==> config.mk <==
export PLATFORM = sky130hd
export DESIGN_NAME = lef_front
export DESIGN_NICKNAME = d
export VERILOG_FILES = /design/src/rtl/core/lef_pkg.sv /design/src/rtl/core/lef_front.sv
export SDC_FILE = /design/constraint.sdc
export NUM_CORES = 1
export LEC_CHECK = 0
export BUFFER_PORTS_ARGS = -buffer_cell sky130_fd_sc_hd__buf_2
export CAP_MARGIN = 5
export CORE_ASPECT_RATIO = 1.25
export CORE_MARGIN = 1.5
export CORE_UTILIZATION = 25
export DETAILED_ROUTE_END_ITERATION = 12
export GPL_TIMING_DRIVEN = 0
export PLACE_DENSITY = 0.55
export REMOVE_ABC_BUFFERS = 1
export SLEW_MARGIN = 30
export SYNTH_ARGS = -nofsm -noshare
export SYNTH_HDL_FRONTEND = slang
export SYNTH_SLANG_ARGS = --single-unit
==> constraint.sdc <==
create_clock -name vclk -period 5.5
set_clock_uncertainty 0.05 [all_clocks]
set_input_delay 0.55 -clock vclk [all_inputs]
set_output_delay 0.55 -clock vclk [all_outputs]
set_load 0.02 [all_outputs]
==> src/rtl/core/lef_pkg.sv <==
// Package for the lattice electric field core: item structs, status and operation codes.
// Depends on nothing; the front, the back, the top level and the bench import it.
`default_nettype none

package lef_pkg;

   localparam int DATA_W      = 32;
   localparam int GRID_W      = 5;
   localparam int SITE_W      = 4;
   // A wrapped neighbour coordinate can reach sixteen, so coordinates carry one more bit.
   localparam int COORD_W     = SITE_W + 1;
   localparam int AXES        = 3;
   localparam int FRAC_W      = 16;
   localparam int MID_DEPTH   = 4;
   localparam int OUT_DEPTH   = 8;
   localparam int OUT_CNT_W   = $clog2(OUT_DEPTH + 1);
   localparam int CSR_INDEX_W = 1;

   localparam logic [CSR_INDEX_W-1:0] CSR_GRID_SIZE      = 1'b0;
   localparam logic [CSR_INDEX_W-1:0] CSR_INV_TIME_SCALE = 1'b1;

   localparam logic REQ_LOAD    = 1'b0;
   localparam logic REQ_COMPUTE = 1'b1;

   localparam logic [GRID_W-1:0] GRID_RESET = 5'd16;
   localparam logic [DATA_W-1:0] INV_RESET  = 32'h0001_0000;

   typedef enum logic [2:0] {
      STATUS_LOADED     = 3'd0,
      STATUS_FIELD_OK   = 3'd1,
      STATUS_SATURATED  = 3'd2,
      STATUS_BAD_CONFIG = 3'd3,
      STATUS_BAD_SITE   = 3'd4
   } status_type;

   typedef enum logic [1:0] {
      OP_LOAD    = 2'd0,
      OP_COMPUTE = 2'd1,
      OP_REPORT  = 2'd2
   } op_type;

   typedef struct packed {
      logic                     req_type;
      logic [SITE_W-1:0]        site_x;
      logic [SITE_W-1:0]        site_y;
      logic [SITE_W-1:0]        site_z;
      logic signed [DATA_W-1:0] phi_value;
      logic signed [DATA_W-1:0] a_start_x;
      logic signed [DATA_W-1:0] a_start_y;
      logic signed [DATA_W-1:0] a_start_z;
      logic signed [DATA_W-1:0] a_end_x;
      logic signed [DATA_W-1:0] a_end_y;
      logic signed [DATA_W-1:0] a_end_z;
   } req_item_type;

   typedef struct packed {
      logic signed [DATA_W-1:0] field_x;
      logic signed [DATA_W-1:0] field_y;
      logic signed [DATA_W-1:0] field_z;
      status_type               status;
   } rsp_item_type;

   typedef struct packed {
      logic [GRID_W-1:0] grid_size;
      logic [DATA_W-1:0] inv_time_scale;
   } cfg_type;

   // Classified item as it waits between the front and the back.
   typedef struct packed {
      op_type                             op;
      status_type                         status;
      logic [AXES-1:0][COORD_W-1:0]       here;
      logic [AXES-1:0][COORD_W-1:0]       next;
      logic [DATA_W-1:0]                  phi;
      logic [AXES-1:0][DATA_W-1:0]        mag;
      logic [AXES-1:0]                    neg;
   } work_type;

endpackage

`default_nettype wire

==> src/rtl/core/lef_front.sv <==
// Front end of the lattice electric field core: takes items and classifies them.
// Depends on lef_pkg; feeds the work queue that the back end drains.
`default_nettype none

module lef_front import lef_pkg::*; #(
   parameter int GRID_MAX = 16
) (
   input  wire logic         req_push,
   input  wire req_item_type req_data,
   output logic             req_full,
   input  wire cfg_type      cfg,
   input  wire logic         clearing,
   input  wire logic         mid_full,
   output logic             mid_push,
   output work_type         mid_data
);

   logic [GRID_W-1:0]             eff_grid;
   logic [AXES-1:0][COORD_W-1:0]  site;
   logic [AXES-1:0][DATA_W-1:0]   a_start;
   logic [AXES-1:0][DATA_W-1:0]   a_end;
   logic [COORD_W-1:0]            step;
   logic [DATA_W:0]               diff;
   logic                          bad_site;

   always_comb begin
      // Grid size zero acts as one; beyond the store it acts as the store edge.
      if (cfg.grid_size == '0) begin
         eff_grid = GRID_W'(1);
      end else if (int'(cfg.grid_size) > GRID_MAX) begin
         eff_grid = GRID_W'(GRID_MAX);
      end else begin
         eff_grid = cfg.grid_size;
      end

      site[0]    = COORD_W'(req_data.site_x);
      site[1]    = COORD_W'(req_data.site_y);
      site[2]    = COORD_W'(req_data.site_z);
      a_start[0] = req_data.a_start_x;
      a_start[1] = req_data.a_start_y;
      a_start[2] = req_data.a_start_z;
      a_end[0]   = req_data.a_end_x;
      a_end[1]   = req_data.a_end_y;
      a_end[2]   = req_data.a_end_z;

      bad_site = 1'b0;
      mid_data = '0;
      for (int a = 0; a < AXES; a++) begin
         bad_site         = bad_site || (site[a] >= COORD_W'(eff_grid));
         step             = site[a] + 1'b1;
         mid_data.here[a] = site[a];
         mid_data.next[a] = (step == COORD_W'(eff_grid)) ? '0 : step;
         // The difference of two 32-bit values has a magnitude that fits 32 bits.
         diff             = {a_end[a][DATA_W-1], a_end[a]} - {a_start[a][DATA_W-1], a_start[a]};
         mid_data.neg[a]  = diff[DATA_W];
         mid_data.mag[a]  = diff[DATA_W] ? DATA_W'(-diff) : diff[DATA_W-1:0];
      end
      mid_data.phi = req_data.phi_value;

      if (bad_site) begin
         mid_data.op     = OP_REPORT;
         mid_data.status = STATUS_BAD_SITE;
      end else begin
         unique case (req_data.req_type)
            REQ_LOAD: begin
               mid_data.op     = OP_LOAD;
               mid_data.status = STATUS_LOADED;
            end
            REQ_COMPUTE: begin
               if (cfg.inv_time_scale == '0) begin
                  mid_data.op     = OP_REPORT;
                  mid_data.status = STATUS_BAD_CONFIG;
               end else begin
                  mid_data.op     = OP_COMPUTE;
                  mid_data.status = STATUS_FIELD_OK;
               end
            end
            default: begin
               mid_data.op     = OP_REPORT;
               mid_data.status = STATUS_BAD_SITE;
            end
         endcase
      end

      req_full = mid_full || clearing;
      mid_push = req_push && !req_full;
   end

endmodule

`default_nettype wire

==> results.rst <==
.. list-table::
   :header-rows: 1

   * - Metric
     - Value
   * - Result of the run
     - finished, final reports clean
   * - Post-synthesis cell count
     - 1384
   * - Layout clock buffer count
     - 0
   * - Initial core utilization
     - 0.253
   * - Antenna violations before repair
     - 0
   * - Place WS
     - between 200 and 300 ps
   * - Static power due to leakage
     - around 5.4 nW
   * - Worst supply voltage drop on vdd
     - 0.120 mV
   * - Final routed wirelength across all metal layers
     - 32400 um
   * - Avg Vias per Cell
     - 5.06
   * - Capturing element type of the critical path
     - primary output
   * - Vertical die dimension
     - 217 um
   * - Compound-cell area share of the yosys netlist
     - 0.292
   * - Max Slew Vio Count
     - 0
   * - Routed wirelength normalized by instance count
     - 15.0 um
   * - Overall power after layout
     - a little over 0.002 W
   * - Post-layout min period
     - 5090 ps
   * - Data required time of the critical path
     - approximately 4900 ps
   * - Post-Route Setup TNS
     - 0 ps
   * - Fraction of the cycle the final worst path needs
     - 0.925
   * - RSZ-0062 raised after global routing
     - no
   * - First-pass GRT wire length
     - roughly 50000 um
   * - IO Port Bufs
     - 378
   * - Unique masters post-synth
     - 85
   * - Met1 routing resource usage after global routing
     - 0.174
   * - Met3 usage in global routing
     - 0.0312
   * - Violation count after the first detailed-route iteration
     - 389
   * - Number of buffers added to fix hold violations after cts
     - 0
   * - Met2 GRT Util
     - 0.308
   * - Worst Path Class, Setup
     - in2out
   * - Fraction of the mapped netlist area in simple logic gates
     - 0.248
   * - Kind of start point of the critical path
     - primary input
   * - Mux contribution to synthesized area
     - 0.00576
   * - Power per standard cell area
     - ~190 nW/um2
   * - Fraction of final layout cells with drive strength greater than 1
     - 0.245
   * - Number of global-route vias before repair
     - between 10k and 15k
   * - Signed area change from the synthesized netlist to the final layout
     - 21.7%
   * - Sequential cell area in the final layout
     - 0 um2
   * - Vias
     - 10.9k
   * - GR Overflow Total
     - 0
   * - Net count of the finished layout
     - slightly above 2k
   * - FP Rows
     - 78
   * - Worst-case headroom to the max-slew limit
     - 0.506
   * - Sequential-to-total area share from yosys stat
     - 0
   * - Maximum number of pins on one net before global-route repair
     - 29
   * - DRC violation count after routing
     - 0
   * - Area leader, netlist
     - sky130_fd_sc_hd__ha_1
   * - Die area
     - 37600 um2
   * - Final Core Density
     - 0.307
   * - Total setup buffers inserted after CTS
     - 0
   * - Synthesized area per cell
     - 6.59 um2
   * - Global-route usage over all layers
     - 0.158
   * - Top post-synthesis cells by area
     - sky130_fd_sc_hd__ha_1, sky130_fd_sc_hd__xnor2_1, sky130_fd_sc_hd__xor2_1
   * - Count of instances resized after the clock tree is built
     - 0
   * - Setup WS post-layout
     - a little over 400 ps
   * - Synth top cells by count
     - sky130_fd_sc_hd__inv_1, sky130_fd_sc_hd__nor2_1, sky130_fd_sc_hd__a21oi_1
   * - Placer Congestion
     - 0.914
   * - Dpl hpwl
     - 28400 um
   * - Warnings, synthesis
     - 0
   * - Total standard cell area after synthesis
     - roughly 9000 um2
   * - Remaining antenna violation count
     - 0
   * - Worst Path Max Fanout
     - 7
   * - Initial DRT Pass Iterations
     - 5
   * - Cell with the most instances after synthesis
     - sky130_fd_sc_hd__inv_1
   * - Post-Synth XOR/XNOR Area
     - 0.176
   * - Final hold violations
     - 0
   * - Worst hold slack
     - 1050 ps
   * - Number of maximum-capacitance constraint violations
     - 0
   * - Hold WC Path Type
     - in2out
   * - Number of antenna diodes
     - 0
   * - Fraction of the mapped netlist area in adder cells
     - 0.163
   * - Actual slew at the worst max-slew pin
     - around 730 ps
   * - Max Clk Rate
     - 197 MHz
   * - Layer carrying the most global-route usage
     - met2
   * - Share of the synthesized area in the top cell type
     - 0.156
   * - Number of sequential storage elements
     - 0
   * - Final setup vio count
     - 0
   * - IO Count
     - roughly 450
   * - Horizontal die dimension
     - around 170 um
   * - Signal arrival time at the worst endpoint
     - 4490 ps
   * - Combinational family with the most area after synthesis
     - compound AO/OA/AOI/OAI gates
   * - Core outline area
     - 36100 um2
-- logic make-up after synthesis --
logic type / Yosys count
fa+ha+maj: 117
other cells: 1
mux: 5
simple gates: 447
xor+xnor: 183
compound gates: 403
buf+inv: 228
-- cell type report --
cell class,count,area (um2)
timing repair buffer,378,1890
tap,480,601
fill,4106,25000
inverter,140,526
multi-input combinational,1158,8080
-- metrics by stage --
| step | instances | area [um2] |
|---|---|---|
| 3_5_place_dp | 2156 | 11100 |
| 2_1_floorplan | 1298 | 8600 |
| 5_1_grt | 2156 | 11100 |
| 4_1_cts | 2156 | 11100 |
| 3_3_place_gp | 2156 | 11100 |
| 6_report | 2156 | 11100 |
-- routing by layer --
layer / share of wire / vias to the layer above
met1: 0.40 / 5004
met4: 0.021 / 0
met3: 0.067 / 42
li1: - / 5490
met2: 0.52 / 363
met5: 0 / -
-- report_power, final --
group          switching, W  internal, W
Sequential                0            0
Combinational       0.00130     0.000760
Clock                     0            0
Total               0.00130     0.000760
-- worst max-delay path: stages --
cell and delay [ps]:
sky130_fd_sc_hd__buf_2 100, sky130_fd_sc_hd__ha_1 470, sky130_fd_sc_hd__nand4_1 240, sky130_fd_sc_hd__o31a_1 370
sky130_fd_sc_hd__o21ai_0 520, sky130_fd_sc_hd__a31oi_1 260, sky130_fd_sc_hd__a21oi_1 330, sky130_fd_sc_hd__nor4b_1 590
sky130_fd_sc_hd__nor4b_2 470, sky130_fd_sc_hd__a41oi_1 210, sky130_fd_sc_hd__xnor2_1 180, sky130_fd_sc_hd__buf_2 180
-- layout by cell type, fill, tap and decap left out, drive strengths merged, types with 28 or more instances in the layout --
cell type / count
inv: 140
o21ai: 80
xor2: 77
nor2: 125
buf: 378
a31oi: 30
nor3: 32
nor2b: 28
ha: 114
xnor2: 106
nand2: 99
a21oi: 117
nand3: 29
-- final timing paths --
check	start	end	slack, ps	depth (start not counted)
setup / recovery	req_data[5]	mid_data[98]	410	12
hold / removal	req_data[216]	mid_data[123]	1050	0
(Power assumes the default switching activity.)
