==> src/rtl/core/lef_queue.sv <==
// Small first-in first-out queue of registered slots, generic in its entry type.
// Depends on nothing; used between front and back and on the result side.
`default_nettype none

module lef_queue #(
   parameter type entry_type = logic,
   parameter int  DEPTH      = 4
) (
   input  wire logic                       clock,
   input  wire logic                       reset,
   input  wire logic                       push,
   input  wire entry_type                  push_data,
   output logic                            full,
   input  wire logic                       pop,
   output entry_type                       pop_data,
   output logic                            empty,
   output logic [$clog2(DEPTH + 1)-1:0]    count
);

   localparam int PW = $clog2(DEPTH);
   localparam int CW = $clog2(DEPTH + 1);

   entry_type         slots_ff [DEPTH];
   logic [PW-1:0]     wr_ptr_ff, wr_ptr_in;
   logic [PW-1:0]     rd_ptr_ff, rd_ptr_in;
   logic [CW-1:0]     count_ff, count_in;
   logic              do_push, do_pop;

   always_comb begin
      do_push   = push && !full;
      do_pop    = pop && !empty;
      wr_ptr_in = (wr_ptr_ff == PW'(DEPTH - 1)) ? '0 : wr_ptr_ff + 1'b1;
      rd_ptr_in = (rd_ptr_ff == PW'(DEPTH - 1)) ? '0 : rd_ptr_ff + 1'b1;
      count_in  = count_ff + CW'(do_push) - CW'(do_pop);
   end

   always_ff @(posedge clock) begin
      if (reset) begin
         wr_ptr_ff <= '0;
         rd_ptr_ff <= '0;
         count_ff  <= '0;
      end else begin
         if (do_push) begin
            wr_ptr_ff <= wr_ptr_in;
         end
         if (do_pop) begin
            rd_ptr_ff <= rd_ptr_in;
         end
         count_ff <= count_in;
      end
   end

   always_ff @(posedge clock) begin
      if (do_push) begin
         slots_ff[wr_ptr_ff] <= push_data;
      end
   end

   assign full     = (count_ff == CW'(DEPTH));
   assign empty    = (count_ff == '0);
   assign count    = count_ff;
   assign pop_data = slots_ff[rd_ptr_ff];

endmodule

`default_nettype wire

==> config.mk <==
export PLATFORM = sky130hd
export DESIGN_NAME = lef_queue
export DESIGN_NICKNAME = d
export VERILOG_FILES = /design/src/rtl/core/lef_queue.sv
export SDC_FILE = /design/constraint.sdc
export NUM_CORES = 1
export LEC_CHECK = 0
export BUFFER_PORTS_ARGS = -buffer_cell sky130_fd_sc_hd__buf_2
export CORE_AREA = 2 2 39 41
export CTS_CLUSTER_SIZE = 25
export DETAILED_ROUTE_END_ITERATION = 12
export DIE_AREA = 0 0 41 43
export GPL_TIMING_DRIVEN = 0
export PLACE_DENSITY = 0.69
export SETUP_SLACK_MARGIN = 0.5
export SYNTH_ARGS = -nofsm -noshare
export SYNTH_HDL_FRONTEND = slang
export SYNTH_SLANG_ARGS = --single-unit
==> constraint.sdc <==
create_clock -name clock -period 5.23 [get_ports clock]
set_clock_uncertainty 0.2 [all_clocks]
set_input_delay 0.2615 -clock clock [delete_from_list [all_inputs] [get_ports clock]]
set_output_delay 0.2615 -clock clock [all_outputs]
set_load 0.1 [all_outputs]
==> qor.yml, run 1 <==
logic_synthesis:
  synth.area.top_cells: "dfxtp_1 29%, edfxtp_1 19%, ha_1 14%"
  syn_inst: 56
  synth.avg_cell_area_um2: 11.3
  async_flop_share_pct: 0
  yosysTopAreaCell: "dfxtp_1"
  ys_warn_count: 0
  mappedNetlistArea_um2: 632
  yosysTopAreaCellShare_pct: 28.5
  synthFlopType: "dfxtp_1"
  synth_edf_count: 4
  netlist-cell-type-count: 25
  syn-num-nets: 69
  ys_ff_latch: 13
  yosysSeqAreaShare_pct: 47.5
  synth_most_common_cell: "dfxtp_1"
  yosys-top-cells-count: "9 x dfxtp_1, 7 x ha_1, 7 x inv_1, 4 x edfxtp_1"
detailed_routing:
  drc_errors: 0
  wl_um: 936
  route.vias.total: 423
  ant_nets: 0
  drt-pass1-iter-count: 2
  viasPerCell: 4.92
  drt-initial-drc-count: 3
  wl_per_cell_um: 10.9
clock_tree:
  clk_pin_slew_worst_paths_ns: 0.07
  cts_buffers: 3
  cts_tree: "done"
  clock_path_buffers: 2
  htreeDepth: 1
  clockRootBuffer: "clkbuf_4"
  insertion_delay_ns: 0.27
  clock_sink_count: 13
timing:
  setup_viol: 0
  max_freq_mhz: 373
  maxSlewViolCount: 0
  min_period_ns: 2.68
  fin_crit_sh_pct: 51.3
  setup_ws_ns: 2.55
  hold_violations: 0
  worstMarginPinSlew_ns: 0.547
  rsz0062_at_grt: "no"
  maxSlewHeadroom_pct: 63.2
  fin_setup_tns_ns: 0
global_route:
  overflow: 0
  grt_usage_pct: 14.2
  grt_pass1_wl_mm: 1.58
  first_global_vias: 401
  antenna_found_initial: 0
  grt_max_degree: 10
setup_path:
  r2r_end: "count[2]"
  worstPathArrival_ns: 2.68
  critical_path_class: "flop to flop"
  cp.required_ns: 5.23
  r2r_slack_ns: 2.55
  start_kind: "flop"
  rr_startpoint: "count[1]"
  rr_worst_depth: 12
  crit_path_end_kind: "flop"
  path_max_fanout: 9
  critPathLaunch: "count[1]"
cells_and_area:
  drive_above_1_share_pct: 25.7
  syn2layout_area_growth_pct: 16.0
  nets: 84
  antenna_cells: 0
placed_design:
  hpwl_um: 713
  dp_slack_ns: 2.55
  gp_congestion: 0.750
  port_buffers: 9
worst_hold_path:
  hold_path.class: "input pin to flop"
  hold_path_depth: 3
  hold_path_end: "wr_ptr_ff[1]"
  worstHoldStart: "push"
run_status:
  outcome: "complete, no violations"
floorplan:
  dieWidth_um: 41
  die_h_um: 43
  boundaryPins: 11
  die_area_um2: 1760
  num_rows: 14
  core-area_um2: 1380
  initial_core_util_pct: 45.7
job:
  maxCapViolCount: 0
-- cell type report --
cell class,count,area (um^2)
fillers,130,651
flip-flops and latches,13,300
multi-input cells,34,290
repair buffers,10,55.1
clock buffers,4,26.3
inverters,7,26.3
well taps,16,20.0
plain buffers,2,15.0
-- layer usage --
layer,global-route usage (%),routed length (um),up-vias
li1,-,-,218
met3,7.85,43,2
met5,0,0,-
met1,13.4,377,198
met2,22.8,498,5
met4,8.00,17,0
-- logic make-up after synthesis --
kind of cell | share of synthesized area [%]
XOR/XNOR | 1.39
flip-flops | 47.5
buffers and inverters | 6.53
AND/OR/NAND/NOR | 16.4
multiplexers | 5.15
adder cells (fa/ha/maj) | 17.0
AO/OA/AOI/OAI | 5.94
-- worst max-delay path by stage --
stage	to	slack, ns
3_5_place_dp	count[2]	2.55
5_1_grt	count[2]	2.37
4_1_cts	count[2]	2.52
2_1_floorplan	empty	1.85
3_3_place_gp	count[2]	2.56
6_report	count[2]	2.55
-- per-stage QoR --
step                      hold slack [ns]  instance area [um^2]  instances  utilization [%]
final                               0.107                   733         86             53.0
after detailed placement            0.287                   697         81             50.4
after global placement              0.281                   697         81             50.4
after CTS                          0.0971                   733         86             53.0
after global routing                0.122                   733         86             53.0
after floorplan                     0.160                   632         56                -
-- worst max-delay path, cell delays in order, from the launching register on --
cell     delay [ns]
dfxtp_1        0.38
or3b_1         0.41
buf_6          0.15
and2_4         0.16
inv_1          0.05
ha_1           0.22
inv_1          0.05
ha_1           0.12
inv_1          0.05
fa_1           0.36
xor2_1         0.16
and2_2         0.20
nor3_1         0.12
-- cells in the final DEF, fill, tap and decap left out --
master / count
buf_6: 1
or3b_1: 1
xor2_1: 1
nor3_1: 3
or3_1: 1
and2_4: 1
nor2_1: 3
nor2b_1: 1
dfxtp_1: 9
a21oi_1: 2
fa_1: 1
a21o_1: 1
mux2i_1: 1
and2_2: 1
o31ai_2: 1
inv_1: 7
o31ai_1: 1
edfxtp_1: 4
buf_2: 9
mux4_2: 1
clkbuf_1: 2
ha_1: 7
nand3_1: 2
dlygate4sd3_1: 1
clkbuf_4: 3
and3_2: 1
and3_1: 3
nand2_1: 1
-- what timing repair did --
action | CTS | global route
endpoints found under the hold margin | 4 | 0
gates resized for setup | 0 | 0
hold buffers | 1 | 0
endpoints found under the setup margin | 0 | 0
buffers inserted | 0 | 0
Power of run 1 is left out: the tool's default activity adds up to more than one toggle a clock period on the data nets, which glitch-free logic cannot reach.
==> run 2, diff against run 1 <==
--- a/config.mk
+++ b/config.mk
@@ -6,12 +6,11 @@
 export NUM_CORES = 1
 export LEC_CHECK = 0
 export BUFFER_PORTS_ARGS = -buffer_cell sky130_fd_sc_hd__buf_2
-export CORE_AREA = 2 2 39 41
+export CORE_UTILIZATION = 46
 export CTS_CLUSTER_SIZE = 25
 export DETAILED_ROUTE_END_ITERATION = 12
-export DIE_AREA = 0 0 41 43
 export GPL_TIMING_DRIVEN = 0
-export PLACE_DENSITY = 0.69
+export PLACE_DENSITY = 0.7
 export SETUP_SLACK_MARGIN = 0.5
 export SYNTH_ARGS = -nofsm -noshare
 export SYNTH_HDL_FRONTEND = slang
==> constraint.sdc (replaced) <==
create_clock -name clock -period 2.25 [get_ports clock]
set_clock_uncertainty 0.2 [all_clocks]
set_input_delay 0.1125 -clock clock [delete_from_list [all_inputs] [get_ports clock]]
set_output_delay 0.1125 -clock clock [all_outputs]
set_load 0.1 [all_outputs]
==> run 2 against run 1 <==
Against the previous run: the flow now finishes with violations (negative setup slack); highest routed layer unchanged; hold slack lost 0.11 ns; critical path type unchanged; critical endpoint unchanged; routed wire length grew 20%; critical path depth is the same; sequential cell count is the same.
==> qor.yml, run 2 (synthesis results as in run 1) <==
setup_path:
  start_kind: "flop"  # unchanged
  worstPathArrival_ns: 2.46  # was 2.68 ns
  endpoint: "count[2]"  # unchanged
  critPathLaunch: "count[0]"  # was count[1]
  r2r_slack_ns: -0.25  # was 2.55 ns
  path_max_fanout: 3  # was 9
  critical_path_class: "flop to flop"  # unchanged
  crit_path_end_kind: "flop"  # unchanged
  r2r_end: "count[2]"  # unchanged
  rr_startpoint: "count[0]"  # was count[1]
  cp.required_ns: 2.20  # was 5.23 ns
  rr_worst_depth: 12  # unchanged
cells_and_area:
  mostFrequentLayoutCells: "9 x buf_4, 6 x dfxtp_1, 6 x buf_2"  # was 9 x dfxtp_1, 9 x buf_2, 7 x inv_1, 7 x ha_1, 4 x edfxtp_1
  final_common_cell: "buf_4"
  syn2layout_area_growth_pct: 44.2  # was 16.0%
  layout.cells.non_filler: 94  # was 86
  antenna_cells: 0  # unchanged
  fillerInstances: 79  # was 130
  nets: 94  # was 84
  fin_util_pct: 76.8  # was 53.0%
  ff_latch_area_um2: 312  # was 300 um^2
  multi_input_area_um2: 353  # was 290 um^2
  drive_above_1_share_pct: 51.2  # was 25.7%
floorplan:
  dieWidth_um: 39.1  # was 41 um
  die_h_um: 39.1  # was 43 um
  core-area_um2: 1190  # was 1380 um^2
  initial_core_util_pct: 53.3  # was 45.7%
  die_area_um2: 1530  # was 1760 um^2
  num_rows: 12  # was 14
  boundaryPins: 11  # unchanged
placed_design:
  placedCellCount: 79  # was 81
  gp_congestion: 0.668  # was 0.750
  hpwl_um: 700  # was 713 um
  dp_slack_ns: -0.381  # was 2.55 ns
  port_buffers: 9  # unchanged
clock_tree:
  clk_pin_slew_worst_paths_ns: 0.08  # was 0.07 ns
  clock_path_buffers: 2  # unchanged
  cts_buffers: 3  # unchanged
  clockRootBuffer: "clkbuf_4"  # unchanged
  cts_tree: "done"  # unchanged
  htreeDepth: 1  # unchanged
  insertion_delay_ns: 0.27  # about the same
  clock_sink_count: 13  # unchanged
timing:
  setup_ws_ns: -0.254  # was 2.55 ns
  setup_viol: 2  # was 0
  fin_crit_sh_pct: 111  # was 51.3%
  max_freq_mhz: 399  # was 373 MHz
  maxSlewViolCount: 0  # unchanged
  worstMarginPinSlew_ns: 0.482  # was 0.547 ns
  maxSlewHeadroom_pct: 68.1  # was 63.2%
  hold_violations: 0  # unchanged
  rsz0062_at_grt: "yes"  # was no
  min_period_ns: 2.50  # was 2.68 ns
global_route:
  grt_usage_pct: 19.6  # was 14.2%
  grt_pass1_wl_mm: 1.84  # was 1.58 mm
  antenna_found_initial: 0  # unchanged
  overflow: 0  # unchanged
  grt_max_degree: 9  # was 10
  first_global_vias: 438  # was 401
detailed_routing:
  wl_mm: 1.13  # was 936 um
  viasPerCell: 4.90  # was 4.92
  route.vias.total: 461  # was 423
  wl_per_cell_um: 12.0  # was 10.9 um
  drc_errors: 0  # unchanged
  ant_nets: 0  # unchanged
  drt-pass1-iter-count: 4  # was 2
  drt-initial-drc-count: 7  # was 3
job:
  maxCapViolCount: 0  # unchanged
run_status:
  violations: "negative setup slack"
  outcome: "finished with violations"  # was complete, no violations
worst_hold_path:
  hold_path.class: "input pin to flop"  # unchanged
-- run 2: cell types whose count changed in the layout (fill, tap and decap cells not counted), sizes merged --
cell,delta
buf,+8
dlygate4sd3,+2
-- run 2: repair_timing --
action                     CTS  global route
hold buffers                 3             0
resized for setup           12             4
setup endpoints to repair    4             6
buffers inserted             8             0
hold endpoints to repair     8             0
pin swaps                    5             0
-- run 2: worst max-delay path, cell delays in order, from the launching register on --
cell	delay (ns)
dfxtp_4	0.35
or3b_4	0.39
buf_6	0.12
and2_4	0.13
inv_2	0.06
ha_4	0.19
inv_2	0.05
ha_4	0.12
inv_2	0.03
fa_2	0.35
xor2_2	0.19
and2_4	0.17
nor3_2	0.03
-- run 2: routing by layer --
layer / track usage, % / up-vias / wire, um
met2: 30.4 / 7 / 531
met1: 22.5 / 212 / 536
met3: 6.94 / 5 / 29
met4: 12.9 / 0 / 29
met5: 0 / - / 0
li1: - / 237 / -
-- run 2: worst min-delay path by stage --
stage | start | to | slack (ns) | depth (start not counted)
after CTS | pop | rd_ptr_ff[0] | -0.0004 | 4
after floorplan | push_data | slots_ff[0] | 0.01 | 0
after global placement | push_data | slots_ff[0] | 0.13 | 1
final | pop | rd_ptr_ff[0] | 0.0004 | 4
after detailed placement | push_data | slots_ff[0] | 0.13 | 1
after global routing | pop | flop | 0.01 | 4
-- run 2: through the flow --
| stage | instance area [um^2] | TNS (ns) | hold slack, ns |
|---|---|---|---|
| floorplan | 674 | -0.703 | 0.0114 |
| global placement | 737 | -0.420 | 0.129 |
| detailed placement | 737 | -0.510 | 0.133 |
| CTS | 902 | -0.305 | -0.000384 |
| global route | 911 | -0.432 | 0.0127 |
| finish | 911 | -0.312 | 0.000419 |
-- run 2: layout make-up --
| type | count | share of cell area (%) |
|---|---|---|
| Inverter | 7 | 3.16 |
| Buffer | 2 | 1.65 |
| Clock buffer | 4 | 2.88 |
| Sequential cell | 13 | 34.2 |
| Timing Repair Buffer | 20 | 17.4 |
| Multi-Input combinational cell | 34 | 38.7 |
| Tap cell | 14 | 1.92 |
Power of run 2 is left out for the same reason.
